==> src/design/window_watchdog_timing_solver_defines.svh <==
// Assertion macros for the window watchdog timing solver
`ifndef WINDOW_WATCHDOG_TIMING_SOLVER_DEFINES_SVH
`define WINDOW_WATCHDOG_TIMING_SOLVER_DEFINES_SVH

`define WWTS_ASSERT_IMP(label, clock, rst_n, ante, cons, msg) \
	label: assert property (@(posedge clock) disable iff (!rst_n) (ante) |-> (cons)) \
		else $error(msg);

`define WWTS_ASSERT_NXT(label, clock, rst_n, ante, cons, msg) \
	label: assert property (@(posedge clock) disable iff (!rst_n) (ante) |=> (cons)) \
		else $error(msg);

`endif

==> src/design/wwts_pkg.sv <==
// Package: types and constants of the window watchdog timing solver
package wwts_pkg;

	localparam logic [31:0] DEFAULT_CLOCK_HZ = 32'd108000000;
	localparam int          NUM_DIVIDERS_DEF = 4;
	localparam int          BASE_SHIFT       = 12;
	localparam int          MS_PER_S         = 1000;
	localparam logic [6:0]  COUNT_LOW        = 7'h40;
	localparam logic [6:0]  COUNT_HIGH       = 7'h7F;

	localparam int MS_W     = 16;
	localparam int CLK_W    = 32;
	localparam int PROD_W   = MS_W + CLK_W;
	localparam int SAT_SH   = 26;
	localparam int TICK_W   = SAT_SH + 1;
	localparam int QUOT_W   = 33;
	localparam int RECIP_SH = 40;
	localparam int RECIP_W  = 34;
	localparam int HALF_W   = RECIP_W / 2;
	localparam int PP_W     = QUOT_W + HALF_W;
	localparam int SUM_W    = QUOT_W + RECIP_W;

	localparam logic [RECIP_W-1:0] RECIP =
		RECIP_W'(((64'd1 << RECIP_SH) + 64'd124) / 64'd125);
	localparam logic [PROD_W-1:0] SAT_LIMIT = PROD_W'(MS_PER_S) << SAT_SH;

	typedef struct packed {
		logic [MS_W-1:0] max_ms;
		logic [MS_W-1:0] min_ms;
	} in_t;

	typedef struct packed {
		logic [1:0] prescale_index;
		logic [6:0] start_count;
		logic [6:0] window_value;
		logic       used_fallback;
	} out_t;

endpackage

==> src/design/wwts_select.sv <==
// Prescaler trials in parallel lanes and first-fit selection
module wwts_select import wwts_pkg::*; #(
	parameter int NUM_DIVIDERS = NUM_DIVIDERS_DEF
) (
	input  logic [TICK_W-1:0] tmo_ticks,
	input  logic [TICK_W-1:0] win_ticks,
	output out_t              res
);

	logic [NUM_DIVIDERS-1:0] ok;
	logic [6:0]              cnt [NUM_DIVIDERS];
	logic [6:0]              win [NUM_DIVIDERS];

	for (genvar k = 0; k < NUM_DIVIDERS; k++) begin : g_lane
		localparam int SH = BASE_SHIFT + k;
		logic [TICK_W:0] tsum;
		logic [TICK_W:0] wsum;
		logic [TICK_W:0] cf;
		logic [TICK_W:0] wf;
		logic [6:0]      cnt7;
		logic [6:0]      diff;
		logic [6:0]      winc;

		always_comb begin
			tsum = {1'b0, tmo_ticks} + ((TICK_W+1)'(1) << SH) - (TICK_W+1)'(1);
			wsum = {1'b0, win_ticks} + ((TICK_W+1)'(1) << SH) - (TICK_W+1)'(1);
			cf   = tsum >> SH;
			wf   = wsum >> SH;
			cnt7 = {1'b1, cf[5:0]};
			diff = cnt7 - wf[6:0];
			winc = (diff < COUNT_LOW) ? COUNT_LOW : diff;
			ok[k]  = (cf <= (TICK_W+1)'(COUNT_HIGH - COUNT_LOW))
				&& (wf < (TICK_W+1)'(cnt7)) && (cnt7 > winc);
			cnt[k] = cnt7;
			win[k] = winc;
		end
	end

	always_comb begin
		res.prescale_index = 2'(NUM_DIVIDERS - 1);
		res.start_count    = COUNT_HIGH;
		res.window_value   = COUNT_LOW;
		res.used_fallback  = 1'b1;
		// walk down so the lowest fitting index is left standing
		for (int k = NUM_DIVIDERS - 1; k >= 0; k--) begin
			if (ok[k]) begin
				res.prescale_index = 2'(k);
				res.start_count    = cnt[k];
				res.window_value   = win[k];
				res.used_fallback  = 1'b0;
			end
		end
	end

endmodule

==> config.mk <==
export PLATFORM = sky130hd
export DESIGN_NAME = wwts_select
export DESIGN_NICKNAME = d
export VERILOG_FILES = /design/src/design/window_watchdog_timing_solver_defines.svh /design/src/design/wwts_pkg.sv /design/src/design/wwts_select.sv
export SDC_FILE = /design/constraint.sdc
export NUM_CORES = 1
export LEC_CHECK = 0
export BUFFER_PORTS_ARGS = -buffer_cell sky130_fd_sc_hd__buf_2
export CAP_MARGIN = 25
export CORE_UTILIZATION = 38
export DETAILED_ROUTE_END_ITERATION = 10
export GPL_TIMING_DRIVEN = 0
export PLACE_DENSITY = 0.55
export RECOVER_POWER = 50
export SLEW_MARGIN = 20
export SYNTH_ARGS = -nofsm -noshare
export SYNTH_HDL_FRONTEND = slang
export SYNTH_SLANG_ARGS = --single-unit
==> constraint.sdc <==
create_clock -name vclk -period 9.2
set_input_delay 1.38 -clock vclk [all_inputs]
set_output_delay 1.38 -clock vclk [all_outputs]
set_load 0.02 [all_outputs]
# Yosys cells after proc, flatten, opt, wreduce, memory -nomap -nowiden
# Cells that the tools add are included.
# op_classes
mux	8
n_addsub	20
n_reduce_logical	8
n_lt_le_gt_ge	16
# op_table
operator	n
$sub 28x1->28 const B	8
$add 27x13->28 const B	2
$add 27x14->28 const B	2
$add 27x15->28 const B	2
$add 27x16->28 const B	2
$mux 17	2
$gt 7x7->1	4
$lt 7x7->1 const B	4
$mux 7	4
$sub 7x7->7	4
$le 16x6->1 const B	1
$lt 16x7->1	1
$mux 16	1
$le 15x6->1 const B	1
$lt 15x7->1	1
$le 14x6->1 const B	1
$lt 14x7->1	1
$mux 14	1
$le 13x6->1 const B	1
$lt 13x7->1	1
$logic_and 1x1->1	8
# totals
wordCells	52
reg_bits	0

# Depth between registers and ports, before layout
# logic_depth
ltp_word	11
ltp_mapped	26

# Worst setup path after synthesis
# OpenSTA, ideal clock, no wires.
# synth_path
kind	input to output
from	input port tmo_ticks[3]
to	output port res[1] in the netlist's numbering
t_arrival_ns	6.848
stages	23
setup_slack_ns	0.972
cell_sequence	or4_1 clkbuf_1 nor4_1 nand2b_1 nand2_1 ha_1 inv_1 fa_1 a21o_1 a21oi_1 o21bai_1 a21oi_1 xor2_1 nand2_1 ha_1 a21o_1 a21oi_1 a32oi_1 mux2_2 nand3_1 nand2_1 or4_1 a41oi_1
# synth_lines
element	line	rtl
start, declared	wwts_select.sv:5	input logic [TICK_W-1:0] tmo_ticks,
end, declared	wwts_select.sv:7	output out_t res

==> impl_metrics.env <==
export IMPL_maxSlewHeadroom=0.344
export IMPL_drv_slew=0
export IMPL_fin_cells=888
export IMPL_crit_path_frequent_cell="nand2_1"
export IMPL_yosysWarnings=0
export IMPL_die_area_um2=12500
export IMPL_initial_core_util=0.395
export IMPL_drive_gt1_frac=0.130
export IMPL_track_usage=0.255
export IMPL_timing_final_crit_share=0.966
export IMPL_fin_crit_ns=8.88
export IMPL_path_max_fanout=10
export IMPL_p_sw_uw=219
export IMPL_min_path_type="in -> out"
export IMPL_nFlopsAndLatches=0
export IMPL_critPathKind="in -> out"
export IMPL_syn_area_um2=4590
export IMPL_slowest_stage="or4_1"
export IMPL_vias=5288
export IMPL_worstSetupPathDepth=25
export IMPL_cp_required_ns=7.82
export IMPL_grt_pass1_wl_um=25900
export IMPL_critPathBufInv=4
export IMPL_gr_total_overflow=0
export IMPL_die_y_um=112
export IMPL_pwr_share_seq=0
export IMPL_violations="DRC"
export IMPL_dpl_cell_count=885
export IMPL_utilization=0.444
export IMPL_ioPinCount=71
export IMPL_dpl_hpwl_um=13800
export IMPL_postSynthCellCount=687
export IMPL_crit_family="simple AND/OR/NAND/NOR gates"
export IMPL_internal_power_uw=141
export IMPL_drc=2
export IMPL_wire_per_inst_um=18.4
export IMPL_yosysUniqueCellTypes=72
export IMPL_p_clk_frac=0
export IMPL_viasPerCell=5.95
export IMPL_fp_dieW_um=112
export IMPL_rows=39
export IMPL_postCtsHoldBufs=0
export IMPL_status="complete, but fails checks"
export IMPL_cp_arrival_ns=7.50
export IMPL_drtPass1Iterations=8
export IMPL_clock_buffers=0
export IMPL_grt_start_max_net_pins=11
export IMPL_core_area_um2=11600
export IMPL_syn_avg_cell_area_um2=6.68
export IMPL_yosys_area_top_type="ha_1"
export IMPL_synth_top_cell_area_share=0.177
export IMPL_area_growth_pct=12.4
export IMPL_hold_path_depth=6
export IMPL_fillers=1229
export IMPL_powerDensity_nw_per_um2=69.8
export IMPL_cp_slowest_stage_delay_ns=0.64
export IMPL_swShare=0.609
export IMPL_worst_pin_slew_ns=0.972
export IMPL_drt_iter0_markers=465
export IMPL_antenna_found_initial=0
export IMPL_port_buffers=54
export IMPL_drv_cap=0
export IMPL_p_comb_frac=1.000
export IMPL_irDropWorstVdd_uv=21.3
export IMPL_ys_seq_area_frac=0
export IMPL_max_freq_ghz=0.113
export IMPL_start_kind="input port"
export IMPL_synth_area_leaders="ha_1 18%, xnor2_1 8.0%, nand2_1 6.5%"
export IMPL_grt_pass1_vias=5026
export IMPL_p_leak_uw=0.00227
export IMPL_routed_wl_um=16400
export IMPL_fin_nets=870
export IMPL_setup_viol=0
export IMPL_diodes=0
export IMPL_seqCellArea_um2=0
export IMPL_routabilityCongestion=0.941
export IMPL_whs_ns=3.62
export IMPL_end_kind="primary output"
export IMPL_final_antenna_net_count=0
export IMPL_hold_viol_final=0
[layer usage]
metal | global-route usage | part of all wire | vias up
met5 | 0 | 0 | -
met4 | 0.0703 | 0.024 | 0
met3 | 0.0223 | 0.053 | 24
met2 | 0.434 | 0.46 | 184
met1 | 0.344 | 0.46 | 2504
li1 | - | - | 2576
[final timing paths]
kind	from	endpoint
worst max-delay path	tmo_ticks[9]	res[4]
worst min-delay path	win_ticks[25]	res[0]
[logic make-up (layout without fill, tap and decap cells)]
logic type,after synthesis,after routing,synth area share
other,1,2,0.000818
AO/OA/AOI/OAI,161,161,0.243
adder cells (fa/ha/maj),70,70,0.197
XOR/XNOR,72,72,0.142
multiplexers,11,11,0.0246
AND/OR/NAND/NOR,264,264,0.301
buffers and inverters,108,165,0.0919
[worst min-delay path: stages]
cell	delay, ns
buf_2	0.14
nand3_1	0.07
a21boi_0	0.13
o211ai_2	0.17
o211a_1	0.19
buf_2	0.16
[synth_stat cells, types with 14 or more instances]
| cell type | number |
|---|---|
| xnor2_1 | 42 |
| nor3_1 | 14 |
| nor4_1 | 15 |
| clkbuf_1 | 36 |
| xor2_1 | 29 |
| a21oi_1 | 38 |
| nor2_1 | 37 |
| inv_1 | 62 |
| nand3_1 | 35 |
| or4_1 | 14 |
| o21ai_0 | 28 |
| ha_1 | 65 |
| nand2_1 | 79 |
[cell usage in the layout (no fill, tap or decap), types with 7 or more instances in the layout]
cell / instances
nand2_1: 78
ha_1: 65
inv_1: 62
buf_2: 54
xnor2_1: 41
nor2_1: 37
a21oi_1: 37
nand3_1: 35
clkbuf_1: 33
xor2_1: 28
o21ai_0: 28
nor3_1: 14
or4_1: 13
a21o_1: 13
nand4_1: 13
and3_1: 12
nor4_1: 12
a31oi_1: 9
mux2i_1: 9
o21bai_1: 8
o21a_1: 7
[per-stage QoR]
stage | total power, µW | setup WS [ns] | cell area [µm²] | setup TNS, ns
floorplan | 259 | 0.972 | 4590 | 0
global placement | 336 | -0.567 | 5040 | -5.11
detailed placement | 347 | -0.392 | 5050 | -2.99
CTS | 349 | 0.0685 | 5060 | 0
global route | 399 | -0.0153 | 5160 | -0.0153
finish | 360 | 0.315 | 5160 | 0
[final cells by class]
class | instances | area [µm²] | share of cell area
multi-input combinational | 580 | 4260 | 0.826
timing repair buffer | 58 | 294 | 0.0570
inverter | 63 | 236 | 0.0459
buffer | 44 | 185 | 0.0359
tap | 143 | 179 | 0.0347
[power groups by stage]
stage | Clock, µW | Combinational (µW) | Sequential [µW]
floorplan | 0 | 259 | 0
global placement | 0 | 336 | 0
detailed placement | 0 | 347 | 0
CTS | 0 | 349 | 0
global route | 0 | 399 | 0
finish | 0 | 360 | 0
[what timing repair did]
item	4_1_cts	5_1_grt
gates cloned	0	0
resized for setup	3	17
endpoints found under the setup margin	14	15
pin swaps	0	3
buffers inserted	0	2
(Power assumes the default switching activity.)
