## config.mk

```make
export PLATFORM = sky130hd
export DESIGN_NAME = wwts_ticks
export DESIGN_NICKNAME = d
export VERILOG_FILES = /design/src/design/window_watchdog_timing_solver_defines.svh /design/src/design/wwts_pkg.sv /design/src/design/wwts_ticks.sv
export SDC_FILE = /design/constraint.sdc
export NUM_CORES = 2
export LEC_CHECK = 0
export BUFFER_PORTS_ARGS = -buffer_cell sky130_fd_sc_hd__buf_2
export CAP_MARGIN = 10
export CORE_MARGIN = 4
export CORE_UTILIZATION = 67
export CTS_BUF_LIST = sky130_fd_sc_hd__clkbuf_16
export DETAILED_ROUTE_END_ITERATION = 16
export HOLD_SLACK_MARGIN = 0.06
export PLACE_DENSITY = 0.84
export SETUP_SLACK_MARGIN = 0.5
export SKIP_CTS_REPAIR_TIMING = 1
export SLEW_MARGIN = 20
export SYNTH_ARGS = -nofsm -noshare
export SYNTH_HDL_FRONTEND = slang
export SYNTH_SLANG_ARGS = --single-unit
```

## constraint.sdc

```tcl
create_clock -name clk -period 8.41 [get_ports clk]
set_input_delay 0.4205 -clock clk [delete_from_list [all_inputs] [get_ports clk]]
set_output_delay 0.4205 -clock clk [all_outputs]
set_load 0.02 [all_outputs]
```

## src/design/window_watchdog_timing_solver_defines.svh

```systemverilog
// Assertion macros for the window watchdog timing solver
`ifndef WINDOW_WATCHDOG_TIMING_SOLVER_DEFINES_SVH
`define WINDOW_WATCHDOG_TIMING_SOLVER_DEFINES_SVH

`define WWTS_ASSERT_IMP(label, clock, rst_n, ante, cons, msg) \
	label: assert property (@(posedge clock) disable iff (!rst_n) (ante) |-> (cons)) \
		else $error(msg);

`define WWTS_ASSERT_NXT(label, clock, rst_n, ante, cons, msg) \
	label: assert property (@(posedge clock) disable iff (!rst_n) (ante) |=> (cons)) \
		else $error(msg);

`endif

```

## src/design/wwts_pkg.sv

```systemverilog
// Package: types and constants of the window watchdog timing solver
package wwts_pkg;

	localparam logic [31:0] DEFAULT_CLOCK_HZ = 32'd108000000;
	localparam int          NUM_DIVIDERS_DEF = 4;
	localparam int          BASE_SHIFT       = 12;
	localparam int          MS_PER_S         = 1000;
	localparam logic [6:0]  COUNT_LOW        = 7'h40;
	localparam logic [6:0]  COUNT_HIGH       = 7'h7F;

	localparam int MS_W     = 16;
	localparam int CLK_W    = 32;
	localparam int PROD_W   = MS_W + CLK_W;
	localparam int SAT_SH   = 26;
	localparam int TICK_W   = SAT_SH + 1;
	localparam int QUOT_W   = 33;
	localparam int RECIP_SH = 40;
	localparam int RECIP_W  = 34;
	localparam int HALF_W   = RECIP_W / 2;
	localparam int PP_W     = QUOT_W + HALF_W;
	localparam int SUM_W    = QUOT_W + RECIP_W;

	localparam logic [RECIP_W-1:0] RECIP =
		RECIP_W'(((64'd1 << RECIP_SH) + 64'd124) / 64'd125);
	localparam logic [PROD_W-1:0] SAT_LIMIT = PROD_W'(MS_PER_S) << SAT_SH;

	typedef struct packed {
		logic [MS_W-1:0] max_ms;
		logic [MS_W-1:0] min_ms;
	} in_t;

	typedef struct packed {
		logic [1:0] prescale_index;
		logic [6:0] start_count;
		logic [6:0] window_value;
		logic       used_fallback;
	} out_t;

endpackage

```

## src/design/wwts_ticks.sv

```systemverilog
// Milliseconds to clock ticks: multiply, then divide by 1000 through a reciprocal
module wwts_ticks import wwts_pkg::*; (
	input  logic              clk,
	input  logic [MS_W-1:0]   ms,
	input  logic [CLK_W-1:0]  clk_hz,
	output logic [TICK_W-1:0] ticks
);

	logic [PROD_W-1:0] prod_s2;
	logic              big_s3;
	logic [PP_W-1:0]   lo_s3;
	logic [PP_W-1:0]   hi_s3;
	logic [QUOT_W-1:0] quot;
	logic [SUM_W-1:0]  sum;
	logic [TICK_W-1:0] ticks_s4;

	assign quot = prod_s2[QUOT_W+2:3];
	assign sum  = SUM_W'(lo_s3) + (SUM_W'(hi_s3) << HALF_W);

	always_ff @(posedge clk) begin
		prod_s2  <= PROD_W'(ms) * PROD_W'(clk_hz);
		big_s3   <= prod_s2 >= SAT_LIMIT;
		lo_s3    <= PP_W'(quot) * PP_W'(RECIP[HALF_W-1:0]);
		hi_s3    <= PP_W'(quot) * PP_W'(RECIP[RECIP_W-1:HALF_W]);
		// saturate: beyond this every divisor gives a count above the counter range
		ticks_s4 <= big_s3 ? (TICK_W'(1) << SAT_SH)
			: {1'b0, sum[RECIP_SH+SAT_SH-1:RECIP_SH]};
	end

	assign ticks = ticks_s4;

endmodule

```

**Yosys cells after proc, flatten, opt, wreduce, memory -nomap -nowiden**

Cells that the tools add are included.

- Add/sub/neg operators: 1
- Muxes and demuxes: 1
- Multiply operators: 3
- Order comparisons: 1

Operators with widths:

| operator | count |
|---|---|
| 50-bit by 66-bit adder with 66-bit output | 1 |
| 33-bit by 17-bit multiplier with 50-bit output (second input constant) | 1 |
| 48-bit by 36-bit greater-or-equal comparator with 1-bit output (second input constant) | 1 |
| 16-bit by 32-bit multiplier with 48-bit output | 1 |
| 33-bit by 15-bit multiplier with 47-bit output (second input constant) | 1 |
| 27-bit two-way mux | 1 |

- Register bits: 173
- Logic and storage cells: 12

**Logic depth before layout (Yosys ltp)**

- Depth in word-level cells: 2
- Mapped depth: 25

**Worst setup path after synthesis**

Ideal clock, no wire load.

- Path type: in2reg
- From: in clk_hz[18]
- To: reg prod_s2[40]
- Required time: 8283 ps
- Stages on the path: 23
- Buffers on the path: 2
- Arrival time: 6039 ps
- Path slack: 2245 ps
- Path through: clkbuf_1 -> nand2_1 -> fa_1 -> fa_1 -> fa_1 -> inv_1 -> fa_1 -> fa_1 -> inv_1 -> fa_1 -> inv_1 -> ha_1 -> clkbuf_1 -> a21oi_1 -> o21ai_0 -> nor4b_1 -> o21ai_0 -> a311o_1 -> nand2_1 -> a41oi_1 -> a21oi_1 -> o21ai_0 -> xor2_1

- Longest elaborated chain between the ends: 1

RTL lines:

| what | line | text |
|---|---|---|
| from (decl) | wwts_ticks.sv:5 | `input logic [CLK_W-1:0] clk_hz,` |
| 16-bit by 32-bit multiplier with 48-bit output | wwts_ticks.sv:21 | `prod_s2 <= PROD_W'(ms) * PROD_W'(clk_hz);` |
| to (signal assigned) | wwts_ticks.sv:21 |  |
| to (decl) | wwts_ticks.sv:9 | `logic [PROD_W-1:0] prod_s2;` |

No other way between the ends.
A chain may end at the register's enable or synchronous reset.

**Worst setup path in the final report**

- From: reg prod_s2[15]
- To: reg lo_s3[48]

- Longest elaborated chain between the ends: 1

RTL lines:

| what | line | text |
|---|---|---|
| 33-bit by 17-bit multiplier with 50-bit output | wwts_ticks.sv:23 | `lo_s3 <= PP_W'(quot) * PP_W'(RECIP[HALF_W-1:0]);` |
| to (signal assigned) | wwts_ticks.sv:23 |  |
| to (decl) | wwts_ticks.sv:11 | `logic [PP_W-1:0] lo_s3;` |

No other way between the ends.

==> impl_results.md <==
- Clock buffer depth: 2
- Gpl congestion: 0.984
- Crit Path Category: reg -> reg
- Wire per inst: 18.7 µm
- FMAX: 0.144 GHz
- Routed WL: 89.2 mm
- Worst slew pin tran: 976 ps
- Setup violators final: 0
- Mapped Cells: 4012
- Data required, critical path: 8740 ps
- IO Pins: 76
- Hold depth: 2
- Nets: 5371
- Via-to-Cell Ratio: 5.67
- Status: finished, final reports clean
- Placed cell count: 4736
- Area growth, synth to finish: 4.16%
- CTS tree: done
- Hold wc startpoint: clk_hz[0]
- Die X: 245 µm
- Unrepaired setup endpoints after global routing: no
- Core Area: 55300 µm²
- Clock root buffer master: clkbuf_16
- Initial Util: 67.9%
- Sequential cell area fraction in the yosys report: 8.21%
- Total track usage: 30.9%
- Clock Skews: 13.1 ps
- CP Launch Type: flop
- Vias: 27050
- Clock slew at reported path FFs: 70 ps
- Final instance area: 39100 µm²
- CTS Buf Count: 17
- Final HPWL DP: 72.7 mm
- Synth cell types: 70
- Total of max-cap violations: 0
- Row cnt: 86
- Worst Hold End: prod_s2[0]
- Worst reg-to-reg setup slack: 1440 ps
- Die ar.: 59900 µm²
- Worst rel slew slack: 34.8%
- Pre-antenna DRT Iters: 6
- Storage cell area: 3080 µm²
- DRC errors left: 0
- Top_reg_cell synth: dfxtp_1
- Worst hold path class: in -> reg
- Mean post-synth cell area: 9.36 µm²
- Async SR Flop Fraction: 0%
- Non-Filler Instances: 4768
- CP Capture Type: flop
- Number of port buffers: 75
- FF-to-FF path depth: 18
- Global-route wire length before repair: 148 mm
- Layout cells sized above 1: 3.31%
- Critical Path AT: 7300 ps
- Max-slew violations: 0
- Critical path fanouts, max: 11
- RR Startpoint: prod_s2[15]
- Yosys Warn Count: 0
- EDFF count, synth: 0
- Vias in the first global route: 29394
- Max H-tree Level: 4
- Antenna violations before repair: 1
- Post-DP Area: 38500 µm²
- Iteration-0 DRC Markers: 1749
- Worst skew pair latency: 460 ps
- Ant. Diodes: 0
- Syn nets: 5376
- Largest net degree at the start of global routing: 33
- Die Ht: 245 µm
- Area of the multi-input gates: 30000 µm²
- Mapped Area: 37500 µm²
- Final hold violations: 0
- Fillers: 4056
- Worst hold margin: 436 ps
- #FFs+latches synth: 154
- Setup TNS: 0 ps
- Final Cycle Share: 82.9%
- Post-route ant nets: 0
- Clk sinks: 154
- Reg-to-Reg End: lo_s3[48]
- Period minus WS final: 6970 ps
- GRT Residual Overflow: 0
-- worst max path at each step --
stage | start | end | slack [ps]
2_1_floorplan | clk_hz[18] | prod_s2[40] | 2240
3_3_place_gp | ms[1] | prod_s2[46] | 1390
3_5_place_dp | ms[1] | prod_s2[42] | 1170
4_1_cts | prod_s2[15] | lo_s3[48] | 1530
5_1_grt | ms[2] | prod_s2[42] | 1200
6_report | prod_s2[15] | lo_s3[48] | 1440
-- cells in the mapped netlist, types with 69 or more instances --
master	count	area, µm²
nand2_1	372	1400
xnor2_1	75	657
a21oi_1	125	626
inv_1	1087	4080
o21ai_0	69	345
dfxtp_1	154	3080
fa_1	764	15300
ha_1	551	6890
clkbuf_1	104	390
nor2_1	71	267
and2_1	212	1330
a21o_1	93	698
-- cell usage in the layout (no fill, tap or decap), drive strengths merged, types with 8 or more instances in the layout --
cell    netlist  final
o211ai        8      8
a31oi        16     16
nor2         71     71
and2        213    213
ha          551    551
xor2         56     56
fa          764    764
buf           3     83
o21a         18     18
or3           8      8
clkbuf      104     17
inv        1087   1096
xnor2        75     75
o21ai        72     72
nor2b        17     17
nand2b       12     12
and3         19     19
a21oi       126    126
nand4        26     26
dfxtp       154    154
and4          8      8
a21o         94     94
nand3        29     29
a211oi        8      8
nand2       372    372
nor3         12     12
o21bai       15     15
-- critical path: stages (launching register included) --
cell and delay (ps):
dfxtp_1 850, inv_1 270, ha_1 460, fa_1 480, fa_1 530, inv_1 70
fa_1 510, fa_1 430, fa_1 490, inv_1 40, ha_1 380, and3_1 210
nand2_1 140, nor4_1 630, o211ai_1 280, o211ai_1 310, a21oi_2 170, o211a_1 250
a311o_1 330
-- cell families (layout without fill, tap and decap cells) --
family | Yosys count | count (layout) | synth area share (%)
xor+xnor | 131 | 131 | 3.06
compound gates | 414 | 414 | 7.25
flops | 154 | 154 | 8.21
buf+inv | 1194 | 1202 | 11.9
simple gates | 804 | 804 | 10.4
fa+ha+maj | 1315 | 1315 | 59.1
-- layout make-up --
type                            instances  share of cell area, %
Multi-Input combinational cell       2664                   76.7
Inverter                             1087                   10.4
Sequential cell                       154                   7.88
Tap cell                              748                   2.39
Timing Repair Buffer                   83                   1.11
Clock buffer                           17                   1.09
Clock inverter                         15                  0.435
-- through the flow --
stage,utilization [%],setup slack (ps)
2_1_floorplan,-,2240
3_5_place_dp,69.6,1170
4_1_cts,70.7,1530
5_1_grt,70.7,1200
3_3_place_gp,69.6,1390
6_report,70.7,1440
-- per-layer routing --
| metal | track usage, % | part of all wire, % | vias up |
|---|---|---|---|
| li1 | - | - | 12151 |
| met1 | 39.7 | 39 | 13319 |
| met2 | 51.7 | 48 | 1290 |
| met3 | 6.39 | 8.8 | 290 |
| met4 | 12.3 | 4.3 | 0 |
| met5 | 0 | 0 | - |
-- flip-flops by register name (all words and copies together) (netlist names) --
register  count
big_s3        1
ticks        27
lo_s3        32
hi_s3        46
prod_s2      48
Power is not shown: default switching activity piles up to over one toggle a cycle in this logic, so the estimate is an artifact.
